`config.mk`:
```
export PLATFORM = sky130hd
export DESIGN_NAME = signed_int_to_radix_text
export DESIGN_NICKNAME = d
export VERILOG_FILES = /design/src/design/srtxt_pkg.sv /design/src/design/srtxt_check.sv /design/src/design/srtxt_div.sv /design/src/design/signed_int_to_radix_text.sv
export SDC_FILE = /design/constraint.sdc
export NUM_CORES = 1
export LEC_CHECK = 0
export BUFFER_PORTS_ARGS = -buffer_cell sky130_fd_sc_hd__buf_4
export CELL_PAD_IN_SITES_DETAIL_PLACEMENT = 0
export CELL_PAD_IN_SITES_GLOBAL_PLACEMENT = 1
export CORE_MARGIN = 2
export CORE_UTILIZATION = 54
export DETAILED_ROUTE_END_ITERATION = 8
export PLACE_DENSITY_LB_ADDON = 0.25
export SLEW_MARGIN = 15
export SYNTH_ARGS = -nofsm -noshare
export SYNTH_HDL_FRONTEND = slang
export SYNTH_SLANG_ARGS = --single-unit
```
`constraint.sdc`:
```
create_clock -name clk -period 26.8 [get_ports clk]
set_input_delay 2.68 -clock clk [delete_from_list [all_inputs] [get_ports clk]]
set_output_delay 2.68 -clock clk [all_outputs]
set_load 0.02 [all_outputs]
```
`src/design/srtxt_pkg.sv`:
```
package srtxt_pkg;

  localparam int MAX_RADIX   = 16;
  localparam int ALPHA_SLOTS = 16;
  localparam int RADIX_CAP   = (MAX_RADIX < ALPHA_SLOTS) ? MAX_RADIX : ALPHA_SLOTS;

  localparam int DATA_W    = 32;
  localparam int DIGIT_W   = 4;
  localparam int RADIX_W   = 5;
  localparam int CHAR_W    = 8;
  localparam int CFG_W     = 64;
  localparam int INDEX_W   = 2;
  localparam int STEP_BITS = 8;
  localparam int DIV_STEPS = DATA_W / STEP_BITS;
  localparam int CNT_W     = $clog2(DIV_STEPS);
  localparam int PTR_W     = $clog2(DATA_W);
  localparam int ND_W      = PTR_W + 1;

  localparam logic [CHAR_W-1:0] CHAR_PLUS  = 8'h2B;
  localparam logic [CHAR_W-1:0] CHAR_MINUS = 8'h2D;

  typedef enum logic [INDEX_W-1:0] {
    REG_RADIX    = 2'd0,
    REG_ALPHA_LO = 2'd1,
    REG_ALPHA_HI = 2'd2
  } reg_index_t;

  typedef logic [ALPHA_SLOTS-1:0][CHAR_W-1:0] alphabet_t;

  function automatic logic [RADIX_W-1:0] radix_in_use(input logic [RADIX_W-1:0] r);
    if (r > RADIX_W'(RADIX_CAP)) begin
      return RADIX_W'(RADIX_CAP);
    end
    return r;
  endfunction

endpackage

```
`src/design/srtxt_check.sv`:
```
module srtxt_check (
  input  srtxt_pkg::alphabet_t                alphabet,
  input  logic [srtxt_pkg::RADIX_W-1:0]       n,
  input  logic [srtxt_pkg::DIGIT_W-1:0]       idx,
  output logic                                bad
);

  logic [srtxt_pkg::CHAR_W-1:0] c;

  assign c = alphabet[idx];

  always_comb begin
    bad = (c == srtxt_pkg::CHAR_PLUS) || (c == srtxt_pkg::CHAR_MINUS);
    for (int j = 0; j < srtxt_pkg::ALPHA_SLOTS; j++) begin
      if ((srtxt_pkg::RADIX_W'(j) < n) && (srtxt_pkg::DIGIT_W'(j) > idx) &&
          (alphabet[j] == c)) begin
        bad = 1'b1;
      end
    end
  end

endmodule

```
`src/design/srtxt_div.sv`:
```
module srtxt_div (
  input  logic                               clk,
  input  logic                               rst,
  input  logic                               go,
  input  logic [srtxt_pkg::DATA_W-1:0]       dividend,
  input  logic [srtxt_pkg::RADIX_W-1:0]      divisor,
  output logic                               done,
  output logic [srtxt_pkg::DATA_W-1:0]       quotient,
  output logic [srtxt_pkg::DIGIT_W-1:0]      remainder
);

  logic [srtxt_pkg::DATA_W-1:0]  work;
  logic [srtxt_pkg::DIGIT_W-1:0] rem;
  logic [srtxt_pkg::CNT_W-1:0]   cnt;
  logic                          active;

  logic [srtxt_pkg::DATA_W-1:0]  work_next;
  logic [srtxt_pkg::DIGIT_W-1:0] rem_next;
  logic [srtxt_pkg::RADIX_W-1:0] trial;

  always_comb begin
    work_next = work;
    rem_next  = rem;
    trial     = '0;
    for (int k = 0; k < srtxt_pkg::STEP_BITS; k++) begin
      trial     = {rem_next, work_next[srtxt_pkg::DATA_W-1]};
      work_next = {work_next[srtxt_pkg::DATA_W-2:0], 1'b0};
      if (trial >= divisor) begin
        trial        = trial - divisor;
        work_next[0] = 1'b1;
      end
      rem_next = trial[srtxt_pkg::DIGIT_W-1:0];
    end
  end

  always_ff @(posedge clk) begin
    if (rst) begin
      active <= 1'b0;
      done   <= 1'b0;
      cnt    <= '0;
    end else begin
      done <= 1'b0;
      if (go) begin
        active <= 1'b1;
        cnt    <= '0;
      end else if (active) begin
        cnt <= cnt + 1'b1;
        if (cnt == srtxt_pkg::CNT_W'(srtxt_pkg::DIV_STEPS - 1)) begin
          active <= 1'b0;
          done   <= 1'b1;
        end
      end
    end
  end

  always_ff @(posedge clk) begin
    if (go) begin
      work <= dividend;
      rem  <= '0;
    end else if (active) begin
      work <= work_next;
      rem  <= rem_next;
    end
  end

  assign quotient  = work;
  assign remainder = rem;

endmodule

```
`src/design/signed_int_to_radix_text.sv`:
```
// Converts a signed 32-bit value to text in the configured radix, one character per
// cycle on character/last under strobe, most significant digit first, with '-' ahead
// of a negative value. The receiver cannot stall: strobe pulses must be taken as they
// come. busy is high from the accepting edge until the final character has been
// registered. For each item, the n characters of the radix in use are first checked
// for a valid alphabet, one character per cycle; then a shared divider produces each
// digit, least significant first, 8 quotient bits per cycle; a negative value then
// gets its '-', and the stored digits are sent out in reverse. An invalid alphabet or
// a radix below 2 emits nothing. cfg_ready is always high; write the registers only
// while busy is low and no character is still pending.
module signed_int_to_radix_text (
  input  logic                                clk,
  input  logic                                rst,
  input  logic                                start,
  output logic                                busy,
  input  logic signed [srtxt_pkg::DATA_W-1:0] value,
  input  logic                                cfg_valid,
  output logic                                cfg_ready,
  input  logic [srtxt_pkg::INDEX_W-1:0]       cfg_index,
  input  logic [srtxt_pkg::CFG_W-1:0]         cfg_data,
  output logic                                strobe,
  output logic [srtxt_pkg::CHAR_W-1:0]        character,
  output logic                                last
);

  typedef enum logic [4:0] {
    S_IDLE   = 5'b00001,
    S_CHECK  = 5'b00010,
    S_DIVIDE = 5'b00100,
    S_SIGN   = 5'b01000,
    S_EMIT   = 5'b10000
  } state_t;

  state_t state, state_next;

  logic [srtxt_pkg::RADIX_W-1:0] radix;
  logic [srtxt_pkg::CFG_W-1:0]   alphabet_low;
  logic [srtxt_pkg::CFG_W-1:0]   alphabet_high;
  srtxt_pkg::alphabet_t          alphabet;

  logic                          neg;
  logic [srtxt_pkg::DATA_W-1:0]  mag;
  logic [srtxt_pkg::RADIX_W-1:0] n;
  logic [srtxt_pkg::RADIX_W-1:0] n_last;
  logic [srtxt_pkg::DIGIT_W-1:0] idx;
  logic [srtxt_pkg::ND_W-1:0]    nd;
  logic [srtxt_pkg::PTR_W-1:0]   ptr;
  logic [srtxt_pkg::DIGIT_W-1:0] digits [srtxt_pkg::DATA_W];

  logic [srtxt_pkg::DATA_W-1:0]  value_u;
  logic                          accept;
  logic                          check_bad;
  logic                          div_go;
  logic [srtxt_pkg::DATA_W-1:0]  div_dividend;
  logic                          div_done;
  logic [srtxt_pkg::DATA_W-1:0]  div_quotient;
  logic [srtxt_pkg::DIGIT_W-1:0] div_remainder;

  assign alphabet  = {alphabet_high, alphabet_low};
  assign value_u   = unsigned'(value);
  assign busy      = (state != S_IDLE);
  assign accept    = start && !busy;
  assign cfg_ready = 1'b1;
  assign n_last    = n - 1'b1;

  srtxt_check u_check (
    .alphabet (alphabet),
    .n        (n),
    .idx      (idx),
    .bad      (check_bad)
  );

  srtxt_div u_div (
    .clk       (clk),
    .rst       (rst),
    .go        (div_go),
    .dividend  (div_dividend),
    .divisor   (n),
    .done      (div_done),
    .quotient  (div_quotient),
    .remainder (div_remainder)
  );

  always_comb begin
    state_next   = state;
    div_go       = 1'b0;
    div_dividend = mag;
    unique case (state)
      S_IDLE: begin
        if (start) begin
          state_next = S_CHECK;
        end
      end
      S_CHECK: begin
        if ((n < srtxt_pkg::RADIX_W'(2)) || check_bad) begin
          state_next = S_IDLE;
        end else if ({1'b0, idx} == n_last) begin
          state_next = S_DIVIDE;
          div_go     = 1'b1;
        end
      end
      S_DIVIDE: begin
        if (div_done) begin
          if (div_quotient == '0) begin
            state_next = neg ? S_SIGN : S_EMIT;
          end else begin
            div_go       = 1'b1;
            div_dividend = div_quotient;
          end
        end
      end
      S_SIGN: begin
        state_next = S_EMIT;
      end
      S_EMIT: begin
        if (ptr == '0) begin
          state_next = S_IDLE;
        end
      end
      default: begin
        state_next = S_IDLE;
      end
    endcase
  end

  always_ff @(posedge clk) begin
    if (rst) begin
      state         <= S_IDLE;
      strobe        <= 1'b0;
      radix         <= '0;
      alphabet_low  <= '0;
      alphabet_high <= '0;
    end else begin
      state  <= state_next;
      strobe <= (state == S_SIGN) || (state == S_EMIT);
      if (cfg_valid && cfg_ready) begin
        unique case (cfg_index)
          srtxt_pkg::REG_RADIX:    radix         <= cfg_data[srtxt_pkg::RADIX_W-1:0];
          srtxt_pkg::REG_ALPHA_LO: alphabet_low  <= cfg_data;
          srtxt_pkg::REG_ALPHA_HI: alphabet_high <= cfg_data;
          default: ;
        endcase
      end
    end
  end

  always_ff @(posedge clk) begin
    if (accept) begin
      neg <= value_u[srtxt_pkg::DATA_W-1];
      mag <= value_u[srtxt_pkg::DATA_W-1] ? (~value_u + 1'b1) : value_u;
      n   <= srtxt_pkg::radix_in_use(radix);
      idx <= '0;
      nd  <= '0;
    end
    if (state == S_CHECK) begin
      idx <= idx + 1'b1;
    end
    if ((state == S_DIVIDE) && div_done) begin
      digits[nd[srtxt_pkg::PTR_W-1:0]] <= div_remainder;
      nd  <= nd + 1'b1;
      ptr <= nd[srtxt_pkg::PTR_W-1:0];
    end
    if (state == S_SIGN) begin
      character <= srtxt_pkg::CHAR_MINUS;
      last      <= 1'b0;
    end
    if (state == S_EMIT) begin
      character <= alphabet[digits[ptr]];
      last      <= (ptr == '0);
      ptr       <= ptr - 1'b1;
    end
  end

endmodule

```
# Word level (Yosys, flattened, before mapping)
# Memory sizes are Yosys's and may differ from the RTL's. A register that Yosys moved wholly into a read port is not among the register bits.
# Cells that the tools add are included.
dict set report op_classes {
  magnitude_cmp 44
  reduce_logical 53
  n_mux 76
  n_addsub 14
  eq_ne 34
  bitwise_logic 2
}
# cell count
set op_table {}
lappend op_table {{32-bit two-way mux} 5}
lappend op_table {{8-bit == test} 16}
lappend op_table {{8-bit binary-select mux with 4-bit select} 2}
lappend op_table {{5-bit two-way mux} 12}
lappend op_table {{5-bit >= comparator} 8}
lappend op_table {{4-bit by 5-bit less-than comparator with 1-bit output (first input constant)} 8}
lappend op_table {{4-bit two-way mux} 10}
lappend op_table {{1-bit two-way mux} 38}
lappend op_table {{1-bit logical AND} 34}
lappend op_table {{32-bit by 1-bit adder with 32-bit output (second input constant)} 1}
lappend op_table {{4-bit > comparator (first input constant)} 8}
lappend op_table {{32-bit logical NOT} 1}
lappend op_table {{8-bit two-way mux} 4}
lappend op_table {{32-bit inverter} 1}
lappend op_table {{4-bit subtractor} 8}
lappend op_table {{31-bit two-way mux} 1}
lappend op_table {{5-bit case mux with 5 select lines} 1}
lappend op_table {{3-bit by 5-bit less-than comparator with 1-bit output (first input constant)} 4}
lappend op_table {{8-bit by 6-bit == test with 1-bit output (second input constant)} 2}
lappend op_table {{3-bit by 4-bit > comparator with 1-bit output (first input constant)} 4}
lappend op_table {{6-bit two-way mux} 2}
lappend op_table {{1-bit by 5-bit less-than comparator with 1-bit output (first input constant)} 2}
lappend op_table {{2-bit by 5-bit less-than comparator with 1-bit output (first input constant)} 2}
lappend op_table {{4-bit by 5-bit less-than comparator with 1-bit output (second input constant)} 2}
lappend op_table {{32 further kinds} 47}
dict set report totals {
  in_bits 102
  memories 1
  elab_cells 243
  ff_bits 241
  ramBits 128
}
# memory words word_bits rd rd_ports_with_merged_regs wr line_no
set memory_table {}
lappend memory_table {digits 32 4 1 1 1 signed_int_to_radix_text.sv:48} ;# logic [srtxt_pkg::DIGIT_W-1:0] digits [srtxt_pkg::DATA_W];

# Longest topological paths before layout
dict set report depth {
  ltp_word 25
  mapped_depth 75
}

# By module
# From an unflattened synthesis, not the netlist that was laid out.
dict set report hier_totals {
  cells_unflattened 2231
  hier_area_um2 22730.6
}
# mod cells_per_inst n_inst area_each_um2
set by_module_without_submodules {}
lappend by_module_without_submodules {signed_int_to_radix_text 1353 1 14884.3}
lappend by_module_without_submodules {srtxt_check 548 1 4370.4}
lappend by_module_without_submodules {srtxt_div 330 1 3475.8}

# Worst setup path after synthesis
# OpenSTA, ideal clock, no wires.
dict set report synth_path {
  kind {register to register}
  from {register n[1] (netlist bit)}
  to {register u_div.work (netlist bit u_div.quotient[0]), data pin}
  path_stages_with_launch 71
  setup_slack_ns 14.438
  path_buffers 3
  arrival_time_ns 12.101
  required_ns 26.540
  setup_time_ns 0.260
  path_cell_list {edfxtp_1 inv_1 ha_1 a21o_1 a21o_1 o21a_1 o21ai_0 nand2b_1 clkbuf_1 mux2_2 inv_1 ha_1 nor2b_1 o21ai_0 nand2b_1 o21a_1 o21ai_0 nand2b_1 [35 not listed] nand2b_1 mux2_2 inv_1 ha_1 nor2b_1 o21ai_0 nand2b_1 a31o_2 a21o_1 a21o_1 a21oi_1 ha_1 o21ai_0 a21boi_0 o21ai_0 nand2b_1 a21o_1 mux2_4}
}
dict set report synth_between {
  elab_chain_len 23
}
# element line_no
set synth_rtl {}
lappend synth_rtl {{from (decl)} signed_int_to_radix_text.sv:43} ;# logic [srtxt_pkg::RADIX_W-1:0] n;
lappend synth_rtl {{from (signal assigned)} signed_int_to_radix_text.sv:151} ;# n <= srtxt_pkg::radix_in_use(radix);
lappend synth_rtl {{branches (longest 22 deep; another with 5-bit >= comparator)} --}
lappend synth_rtl {{32-bit two-way mux *} srtxt_div.sv:57} ;# if (go) begin
lappend synth_rtl {{to (signal assigned)} srtxt_div.sv:58} ;# work <= dividend;
lappend synth_rtl {{to (signal assigned)} srtxt_div.sv:61} ;# work <= work_next;
lappend synth_rtl {{to (decl)} srtxt_div.sv:12} ;# logic [srtxt_pkg::DATA_W-1:0] work;
# Mark *: on every way between the ends. The select of a mux whose other input is x is not followed.
# A chain may end at the register's enable or synchronous reset.

# Final worst setup path
dict set report layout_path {
  from {register n[1] (netlist bit)}
  to {register u_div.rem (netlist bit u_div.remainder[2])}
}
dict set report layout_between {
  elab_chain_len 22
}
# element line_no
set layout_rtl {}
lappend layout_rtl {{branches (longest 22 deep; another with 5-bit >= comparator)} --}
lappend layout_rtl {{to (signal assigned)} srtxt_div.sv:62} ;# rem <= rem_next;
lappend layout_rtl {{to (decl)} srtxt_div.sv:13} ;# logic [srtxt_pkg::DIGIT_W-1:0] rem;
# Parallel ways; which one is timed is not known.

==> key figures <==
Synth
  • Post-Syn Area: ~21000 sq um
  • Cell accounting for the most synthesized area: edfxtp_1
  • Yosys warning total: 0
  • Synth top area share: 0.318
  • Synth Net Count: ~2100
  • Avg Synthesized Cell Area: roughly 11 sq um
  • Post-synth cell types: 88
  • Post-Synthesis Cells: between 1500 and 2000
  • Ys flop type: edfxtp_1
  • Ys async rst share: 0
  • Sequential fraction of the synthesis area: 0.463
  • Synth top area cells: edfxtp_1, dfxtp_1, mux4_2
  • Post-synth EDFFs: ~220
  • Yosys reg bits: about 370

Clock network
  • Clk sinks: 373
  • Clk buf depth: 3
  • H-tree levels: 2
  • Hold buffers post-CTS: 0
  • Clk Latency, worst-skew pair: 580 ps
  • # Post-CTS Setup Buffers: 0
  • Cts repair resizes: 0
  • Clock transition at path regs: 60 ps
  • Num CTS Buffers: 39
  • CTS tree: built
  • Clock Root Buffer: clkbuf_16

Critical path
  • Critical path type: reg -> reg
  • FF-to-FF Start: n[1]$_SDFFCE_PN0P_
  • Max incr delay on CP: between 800 and 900 ps
  • R2R Path End: u_div.remainder[2]$_SDFFE_PP0P_
  • Critical Path AT: 14280 ps
  • CP Max Fanout: 15
  • Reg2reg path depth: 69
  • Critical Path Most Common Cell: o21ai_0
  • Worst Setup EP: u_div.remainder[2]$_SDFFE_PP0P_
  • Crit end category: flop
  • CP Launch Type: flop
  • Critical Path Slowest Stage Cell: edfxtp_1
  • Crit path required time: ~27000 ps
  • R2R Setup Slk: roughly 13000 ps
  • CP delay by family, top: compound AO/OA/AOI/OAI gates
  • Worst setup path startpoint: n[1]$_SDFFCE_PN0P_
  • Worst path buffer plus inverter count: 7
  • CP Depth: around 70

Final layout
  • Syn-to-layout area delta: 11.2%
  • Post-layout instance count excluding filler cells: 2545
  • N_diodes: 0
  • Nets: approximately 2200
  • Most frequent cells in the layout: nand2_1, edfxtp_1, a21oi_1
  • Most common cell after layout, fill and taps aside: nand2_1
  • Share of cells above drive strength 1: 0.175
  • Final core area utilization: 0.605

Routing
  • Final wirelength: roughly 56000 um
  • Final ANT Viol Nets: 0
  • Detailed-route via count: around 15000
  • Drt drc: 0
  • Pre-antenna DRT Iters: 6
  • DR iter-0 viols: roughly 1400
  • Routed WL per cell: between 20 and 25 um
  • Post-detailed-route via-to-cell ratio: ~6.0

STA
  • Max Slew Vio Count: 0
  • Final setup skew: around 24 ps
  • Final setup TNS: 0 ps
  • Period Utilization, post-route: 0.517
  • Worst slew pin tran: 1240 ps
  • Slew headroom: 0.171
  • Fin crit period: between 10000 and 15000 ps
  • Hold_ws: 477 ps
  • Hold Vio Cnt, Final: 0
  • Final setup viols: 0
  • RSZ-0062 raised after global routing: no
  • Top achievable clock speed: just over 0.07 GHz

Placement
  • Inst Count DP: approximately 2500
  • Placer Congestion: between 0.9 and 1
  • HPWL Detailed: between 30000 and 40000 um
  • Port Buffers: roughly 110

Global routing
  • Antenna violations before repair: 0
  • GR Overflow Total: 0
  • Largest net degree at the start of global routing: between 100 and 150
  • GRT Overall Usage: 0.282
  • Vias in the first global route: roughly 15000
  • First-pass GRT wire length: 88300 um

Power and ir drop
  • Internal Pwr Total: around 1.7 mW
  • Power, Total: about 2.7 mW
  • Power per cell area: around 110 nW/um^2
  • Leak pwr: 8.55 nW
  • Clock power frac: 0.202
  • Sequential power share: 0.259
  • Net Sw Frac: 0.375
  • Maximum vdd drop: around 300 uV
  • Sw Pwr: 0.998 mW
  • Gate power share: 0.540

Flow run
  • MaxCap Viol Count: 0

Floorplan
  • Die width: approximately 200 um
  • Row cnt: 72
  • Io pins: about 110
  • Die ar.: a little over 40000 sq um
  • Initial Util: 0.544
  • Core ar.: roughly 38000 sq um
  • Die Y-Extent: 201 um

Status
  • Run status: completed

Worst hold path
  • Hold crit path type: reg -> reg
==> routing by layer <==
metal  share of wire  wire, um  up-vias  track usage
met3           0.081      4540       91       0.0531
met1            0.44     25000     7468        0.413
met5               0         0        -            0
met2            0.45     25400      619        0.431
li1                -         -     7135            -
met4           0.024      1370        0       0.0770
==> layout make-up <==
cell class / count / area (sq um)
Clock buffer: 51 / 1060
Clock inverter: 21 / 208
Fill cell: 3268 / 15200
Inverter: 46 / 173
Multi-Input combinational cell: 1404 / 10400
Sequential cell: 373 / 9690
Tap cell: 518 / 648
Timing Repair Buffer: 132 / 991
==> worst min path at each step <==
stage | start | end | slack [ps] | cells past startpoint
floorplan | alphabet_low[4]$_SDFFE_PP0P_ | alphabet_low[4]$_SDFFE_PP0P_ | 440 | 2
global placement | alphabet_low[2]$_SDFFE_PP0P_ | alphabet_low[2]$_SDFFE_PP0P_ | 460 | 2
finish | alphabet_low[4]$_SDFFE_PP0P_ | alphabet_low[4]$_SDFFE_PP0P_ | 480 | 2
detailed placement | alphabet_low[5]$_SDFFE_PP0P_ | alphabet_low[5]$_SDFFE_PP0P_ | 460 | 2
CTS | alphabet_low[4]$_SDFFE_PP0P_ | alphabet_low[4]$_SDFFE_PP0P_ | 480 | 2
global route | alphabet_low[2]$_SDFFE_PP0P_ | alphabet_low[2]$_SDFFE_PP0P_ | 500 | 2
==> sequential cells by signal (all words and copies together) (netlist names), 2 cells and up, named ones only <==
signal / flops
alphabet_low: 64
u_div.remainder: 4
u_div.cnt: 2
character: 8
digits: 128
mag: 32
radix: 5
idx: 4
u_div.quotient: 32
alphabet_high: 64
n: 5
state: 5
ptr: 5
nd: 5
==> metrics by stage <==
stage	setup slack, ps	instance area (sq um)
CTS	12960	23200
global route	11390	23200
detailed placement	13000	21900
global placement	13520	21900
floorplan	14440	20900
finish	12950	23200
==> worst reg2reg max path: cells and delay by family, from the launching register on <==
kind | cells | cell delay, ps
adder cells (fa/ha/maj) | 8 | 2120
AND/OR/NAND/NOR | 18 | 2470
buffers and inverters | 7 | 910
flip-flops | 1 | 850
multiplexers | 7 | 2200
AO/OA/AOI/OAI | 29 | 5170
==> synthesized netlist by cell type, types with 22 or more instances <==
cell      instances
nand2_1         339
edfxtp_1        221
a21oi_1         161
dfxtp_1         152
xnor2_1         113
nor2_1           92
mux2i_1          77
clkbuf_1         69
o21ai_0          62
mux4_2           61
ha_1             54
xor2_1           50
inv_1            44
a211oi_1         34
mux2_2           34
nor2b_1          32
mux2_4           30
nand3_1          24
nor4_1           23
nor3_1           22
==> power groups by stage <==
stage | registers [mW] | clock network, mW | logic [mW]
global route | 0.692 | 0.569 | 1.60
finish | 0.690 | 0.537 | 1.44
CTS | 0.689 | 0.546 | 1.43
floorplan | 0.689 | 0 | 1.15
global placement | 0.700 | 0 | 1.35
detailed placement | 0.702 | 0 | 1.42
==> kinds of logic after synthesis <==
logic type,Yosys count,synth area share
AOI/OAI and AO/OA,349,0.105
muxes,211,0.151
xor gates and xnor gates,163,0.0684
and+or+nand+nor,618,0.133
DFF,373,0.463
buffers and inverters,160,0.0381
adders and majority gates,62,0.0400
other,1,0.000180
No activity file was read; power rests on OpenSTA's default activity.
